--- config.mk ---
export PLATFORM = sky130hd
export DESIGN_NAME = sra_cell
export DESIGN_NICKNAME = d
export VERILOG_FILES = /design/src/hdl/sra_pkg.sv /design/src/hdl/sra_cell.sv
export SDC_FILE = /design/constraint.sdc
export NUM_CORES = 1
export LEC_CHECK = 0
export BUFFER_PORTS_ARGS = -buffer_cell sky130_fd_sc_hd__buf_4
export CORE_MARGIN = 3
export CORE_UTILIZATION = 36
export CTS_CLUSTER_SIZE = 12
export DETAILED_ROUTE_END_ITERATION = 12
export PLACE_DENSITY = 0.74
export SLEW_MARGIN = 20
export SYNTH_ARGS = -nofsm -noshare
export SYNTH_HDL_FRONTEND = slang
export SYNTH_SLANG_ARGS = --single-unit
export TNS_END_PERCENT = 5
--- constraint.sdc ---
create_clock -name i_clk -period 6.9 [get_ports i_clk]
set_input_delay 0 -clock i_clk [delete_from_list [all_inputs] [get_ports i_clk]]
set_output_delay 0 -clock i_clk [all_outputs]
set_load 0.05 [all_outputs]
--- src/hdl/sra_pkg.sv ---
// Shared types and constants for the section RVA to file offset translator.
package sra_pkg;

    // Section table depth used when no other value is given
    localparam int MAX_SECTIONS_DEFAULT = 16;

    // Field widths
    localparam int ADDR_W  = 32;
    localparam int OFFS_W  = 33;
    localparam int IDX_W   = 4;
    localparam int CNT_CFG_W = 5;
    localparam int SRC_W   = 3;

    // Stream widths
    localparam int S_TDATA_W = 136;
    localparam int M_TDATA_W = 40;
    localparam int M_TUSER_W = 4;

    // Configuration register indexes
    localparam logic CFG_HEADER_SIZE   = 1'b0;
    localparam logic CFG_SECTION_COUNT = 1'b1;

    // Input item kinds
    localparam logic KIND_TRANSLATE = 1'b0;
    localparam logic KIND_LOAD      = 1'b1;

    // Result source codes
    localparam logic [SRC_W-1:0] SRC_ABSOLUTE = 3'd0;
    localparam logic [SRC_W-1:0] SRC_HEADER   = 3'd1;
    localparam logic [SRC_W-1:0] SRC_CACHE    = 3'd2;
    localparam logic [SRC_W-1:0] SRC_TABLE    = 3'd3;
    localparam logic [SRC_W-1:0] SRC_NONE     = 3'd4;

    // Lookup probe handed from cell to cell along the section chain
    typedef struct packed {
        logic              valid;
        logic              hit;
        logic [ADDR_W-1:0] rva;
        logic [ADDR_W-1:0] start_addr;
        logic [OFFS_W-1:0] end_addr;
        logic [ADDR_W-1:0] raw_ptr;
    } t_probe;

endpackage

--- src/hdl/sra_cell.sv ---
// One section table slot: holds a section's range and checks the passing probe against it.
module sra_cell
    import sra_pkg::*;
#(
    parameter int CNT_W = 5
) (
    input  logic                 i_clk,
    input  logic                 i_rst_n,
    // slot write
    input  logic                 i_we,
    input  logic [ADDR_W-1:0]    i_wr_start,
    input  logic [OFFS_W-1:0]    i_wr_end,
    input  logic [ADDR_W-1:0]    i_wr_ptr,
    // probe from the previous cell
    input  t_probe               i_probe,
    input  logic [CNT_W-1:0]     i_remaining,
    // probe to the next cell
    output t_probe               o_probe,
    output logic [CNT_W-1:0]     o_remaining
);

    logic [ADDR_W-1:0] r_start;
    logic [OFFS_W-1:0] r_end;
    logic [ADDR_W-1:0] r_ptr;

    t_probe            r_probe;
    logic [CNT_W-1:0]  r_remaining;

    logic              w_enabled;
    logic              w_match;

    // Slot contents, undefined until written
    always_ff @(posedge i_clk) begin
        if (i_we) begin
            r_start <= i_wr_start;
            r_end   <= i_wr_end;
            r_ptr   <= i_wr_ptr;
        end
    end

    // Slot takes part only while searched slots remain; first match wins
    assign w_enabled = (i_remaining != '0);
    assign w_match   = i_probe.valid && !i_probe.hit && w_enabled &&
                       (i_probe.rva >= r_start) && ({1'b0, i_probe.rva} < r_end);

    // Probe valid is reset; payload passes through or captures this slot on a match
    always_ff @(posedge i_clk) begin
        if (!i_rst_n) begin
            r_probe.valid <= 1'b0;
        end else begin
            r_probe.valid <= i_probe.valid;
        end
        r_probe.rva <= i_probe.rva;
        r_remaining <= w_enabled ? (i_remaining - 1'b1) : i_remaining;
        if (w_match) begin
            r_probe.hit        <= 1'b1;
            r_probe.start_addr <= r_start;
            r_probe.end_addr   <= r_end;
            r_probe.raw_ptr    <= r_ptr;
        end else begin
            r_probe.hit        <= i_probe.hit;
            r_probe.start_addr <= i_probe.start_addr;
            r_probe.end_addr   <= i_probe.end_addr;
            r_probe.raw_ptr    <= i_probe.raw_ptr;
        end
    end

    assign o_probe     = r_probe;
    assign o_remaining = r_remaining;

endmodule

---- Yosys cells after proc, flatten, opt, wreduce, memory -nomap -nowiden ----
Index checks and enable logic that the tools add are counted.
word-level totals
  register bits after elaboration ......... 233
  bits of input ports ..................... 236
  output and inout bits ................... 136
  logic and storage cells ................. 21
cells by class
  add/sub/neg operators ................... 1
  $lt $le $gt $ge ......................... 2
  multiplexer cells ....................... 2
  reduce and logical (&&, ||, !) cells .... 6
operators with widths
  cell                                               count
  2-to-1 mux 97 bit                                  1
  less-than comparator 32 x 33 -> 1 bit              1
  >= comparator 32 bit                               1
  2-to-1 mux 5 bit                                   1
  nonzero test 5 bit                                 1
  subtractor 5 x 1 -> 5 bit (second input constant)  1
  logical AND 1 bit                                  4
  logical NOT 1 bit                                  1

---- Logic depth before layout (Yosys ltp) ----
  depth after elaboration ................. 6
  mapped depth ............................ 11
  gate-level depth less buffers ........... 9

---- Least setup slack after synthesis ----
No wires, ideal clock.
  path type ............................... reg2reg
  from .................................... reg r_end[31]
  to ...................................... reg r_probe, in the netlist o_probe[77]
  arrival ................................. 2574 ps
  required time ........................... 6777 ps
  setup slack ............................. 4203 ps
  stages on the path, launching flop included .. 12
  path buffers ............................ 2
  period minus slack after synthesis ...... 2697 ps
  path through ............................ edfxtp_1 > inv_1 > ha_1 > a21oi_1 > a21oi_1 > or4b_1 > nor4_1 > o41ai_1 > a211oi_4 > buf_6 > buf_6 > mux2_1
on the way
  word-level cells in the longest chain between the ends .. 3
ends and longest elaborated chain
  what                                   line            text
  start: declaration                     sra_cell.sv:23  logic [OFFS_W-1:0] r_end;
  start signal: assignment               sra_cell.sv:36  r_end <= i_wr_end;
  less-than comparator 32 x 33 -> 1 bit  sra_cell.sv:44  (i_probe.rva >= r_start) && ({1'b0, i_probe.rva} < r_end);
  logical AND 1 bit                      sra_cell.sv:44
  2-to-1 mux 97 bit                      sra_cell.sv:55  if (w_match) begin
  end: declaration                       sra_cell.sv:26  t_probe r_probe;
No other way between the ends.
A chain may end at the register's enable or synchronous reset.

---- Worst setup path after layout ----
  from .................................... reg r_start[13]
  to ...................................... reg r_probe, in the netlist o_probe[16]
on the way
  word-level cells in the longest chain between the ends .. 4
ends and longest elaborated chain
  what                      line            text
  start: declaration        sra_cell.sv:22  logic [ADDR_W-1:0] r_start;
  start signal: assignment  sra_cell.sv:35  r_start <= i_wr_start;
  >= comparator 32 bit      sra_cell.sv:44
  logical AND 1 bit         sra_cell.sv:43  assign w_match = i_probe.valid && !i_probe.hit && w_enabled &&
  logical AND 1 bit         sra_cell.sv:44
  2-to-1 mux 97 bit         sra_cell.sv:55
No other way between the ends.

==> run_results.csv <==
group,metric,value,unit
sta,relSlewSlack,46.5,%
power_and_ir_drop,irDropWorstVdd,184,uV
power_and_ir_drop,powerDensity,243,mW/mm^2
placement,dp_cells,1256,
logic_synthesis,yosys_warnings,0,
floorplanning,initial_core_util,37.1,%
logic_synthesis,synth_common_cells,"136 x dfxtp_1, 97 x edfxtp_1, 78 x mux2_2, 65 x inv_1, 64 x ha_1",
floorplanning,fp.dieArea,0.0255,sq mm
logic_synthesis,synth_edf_count,97,
critical_path,slowest_delay,600,ps
logic_synthesis,synth_most_common_cell,"dfxtp_1",
logic_synthesis,async_flop_share,0,%
sta,finalCriticalPeriod,3900,ps
critical_path,end_kind,"flip-flop",
global_route,antenna_found_initial,3,
sta,fmax,257,MHz
routing,drt_iter0_markers,301,
sta,setup_viol,0,
global_route,grt_pass1_vias,7932,
logic_synthesis,synthDistinctLibCells,37,
placement,dp_hpwl,18400,um
critical_path,reg2reg_setup_slack,3000,ps
logic_synthesis,ys_top_cells_by_area,"edfxtp_1 34%, dfxtp_1 32%, mux2_2 10%",
logic_synthesis,synthesis.area,0.00849,sq mm
floorplanning,top_level_ports,372,
cts,post_cts_buffers,0,
floorplanning,fp.dieH,160,um
placement,port_buffers,371,
logic_synthesis,ys_ff_latch,233,
cts,cts.clk_slew.worst_paths,60,ps
floorplanning,die_w,160,um
outcome,outcome,"complete, no violations",
critical_path,worstSetupEndpoint,"o_probe[16]",
routing,wl,29300,um
flow_run,drv_cap,0,
logic_synthesis,synth_top_area_share,34.3,%
sta,hold_violations,0,
finish,fin_cells,1540,
placement,gp_congestion,0.795,
global_route,grt_max_degree,57,
routing,vias,6950,
routing,post_drt_wl_per_cell,19.0,um
routing,drc,0,
sta,rsz0062_at_grt,"no",
floorplanning,design.core.area,0.0229,sq mm
cts,numCtsBuffers,25,
routing,vias_per_cell,4.51,
placement,placed_area,0.0116,sq mm
critical_path,worstSetupStartpointType,"flip-flop",
global_route,track_usage,22.3,%
power_and_ir_drop,power_leakage,6.64,nW
global_route,grt_pass1_wl,44500,um
logic_synthesis,syn_nets,878,
cts,clockBufferDepth,3,
cts,htreeDepth,1,
critical_path,cp.required,7290,ps
critical_path,crit_cells,10,
critical_path,cp-startpoint,"r_start[13]",
logic_synthesis,synthFlopType,"dfxtp_1",
critical_path,rr_worst_depth,10,
sta,max_slew.worst_pin.slew,802,ps
critical_path,path_max_fanout,44,
finish,final_cell_area,0.0147,sq mm
cts,ctsRootBufferMaster,"clkbuf_16",
critical_path,r2r_end,"o_probe[16]",
global_route,overflow,0,
critical_path,path_buf_inv,3,
logic_synthesis,syn_avg_cell_area,14.7,sq um
critical_path,cp_slowest_cell,"buf_4",
logic_synthesis,synth_area_leader_cell,"edfxtp_1",
finish,drive_gt1_share,39.9,%
sta,setup_tns,0,ps
sta,maxSlewViolCount,0,
critical_path,path_cells,"inv_1 > ha_1 > nand4_1 > nor4_1 > a221oi_1 > a211o_1 > a211oi_4 > buf_4 > buf_4 > mux2_2",
finish,area_growth,73.6,%
hold_path,hold_path.class,"input port to flip-flop",
cts,clk_latency,520,ps
critical_path,crit_arrival,4280,ps
power_and_ir_drop,total_power,3.58,mW
finish,fillers,1603,
critical_path,reg2reg_from,"r_start[13]",
sta,skew,21.9,ps
logic_synthesis,ys_seq_area_share,66.4,%
routing,drtPass1Iterations,4,
cts,clock-sinks,233,
critical_path,crit_family,"buffers and inverters",
floorplanning,rows,55,
cts,cts_tree,"built",
critical_path,critical_path_class,"flip-flop to flip-flop",
logic_synthesis,postSynthCellCount,578,
routing,ant_nets,0,
critical_path,path_common_cell,"buf_4",
finish,finalNetCount,1508,
sta,fin_crit_sh,56.5,%
cell usage in the layout (no fill, tap or decap), types with 3 or more instances in the layout:
master,synthesis,final
clkbuf_16,0,25
clkbuf_8,0,3
inv_1,65,65
mux2_1,19,19
edfxtp_1,97,97
o21ai_0,7,7
dfxtp_1,136,136
nand3_1,8,8
nand2_1,11,11
diode_2,0,3
mux2_2,78,78
clkbuf_1,0,11
nor3_1,4,4
a21oi_1,26,26
a211oi_1,4,4
dlygate4sd3_1,0,238
nor2_1,7,7
buf_4,3,375
nand2b_1,3,3
a21o_1,4,4
ha_1,64,64
nand4_1,9,9
through the flow:
| step | util, % | hold slack, ps | setup WS (ps) |
|---|---|---|---|
| floorplan | - | 27.7 | 4200 |
| global placement | 50.7 | 122 | 3030 |
| detailed placement | 50.7 | 125 | 3000 |
| CTS | 64.3 | 15.4 | 2990 |
| global route | 64.4 | 32.5 | 2750 |
| finish | 64.4 | 14.4 | 3000 |
worst min-delay path by stage:
stage / from / endpoint / slack (ps) / cells after the start
floorplan: i_probe[100] / o_probe[100] / 30 / 0
global placement: i_probe[97] / o_probe[97] / 120 / 1
detailed placement: i_probe[97] / o_probe[97] / 130 / 1
CTS: i_we / r_end[17] / 20 / 1
global route: i_we / r_end[21] / 30 / 1
finish: i_we / r_end[21] / 10 / 1
metal layers:
layer	track usage, %	up-vias	part of all wire [%]
met5	0	-	0
met4	6.45	0	2.6
met3	5.28	59	6.2
met2	43.4	277	55
met1	23.7	3296	37
li1	-	3318	-
kinds of logic after synthesis:
| kind of cell | after synthesis | synth area share [%] |
|---|---|---|
| muxes | 98 | 13.0 |
| buffers and inverters | 75 | 3.77 |
| DFF | 233 | 66.4 |
| xor gates and xnor gates | 2 | 0.206 |
| AOI/OAI and AO/OA | 52 | 3.86 |
| and+or+nand+nor | 54 | 3.40 |
| adders and majority gates | 64 | 9.43 |
sequential cells by signal, indices dropped and copies added, names as in the netlist:
| register | count |
|---|---|
| r_end | 33 |
| r_ptr | 32 |
| o_remaining | 5 |
| o_probe | 131 |
| r_start | 32 |
report_power, final:
| group | internal [mW] | leakage, nW | switching [mW] | total (mW) |
|---|---|---|---|---|
| clock | 0.702 | 0.355 | 0.535 | 1.24 |
| sequential | 1.55 | 2.10 | 0.0434 | 1.59 |
| combinational | 0.339 | 4.19 | 0.410 | 0.749 |
what timing repair did:
item	CTS	global route
resized for setup	0	0
hold endpoints to repair	233	0
endpoints found under the setup margin	0	0
hold buffers	238	0
final cells by class:
type                       count  area [sq um]  area share [%]
timing repair buffer         613          5200            35.2
antenna                        3          7.51          0.0509
tap                          313           392            2.66
inverter                      65           244            1.65
sequential                   233          5640            38.2
clock buffer                  39           708            4.80
clock inverter                 4          26.3           0.178
multi-input combinational    270          2540            17.2
No activity file was read; power rests on OpenSTA's default activity.
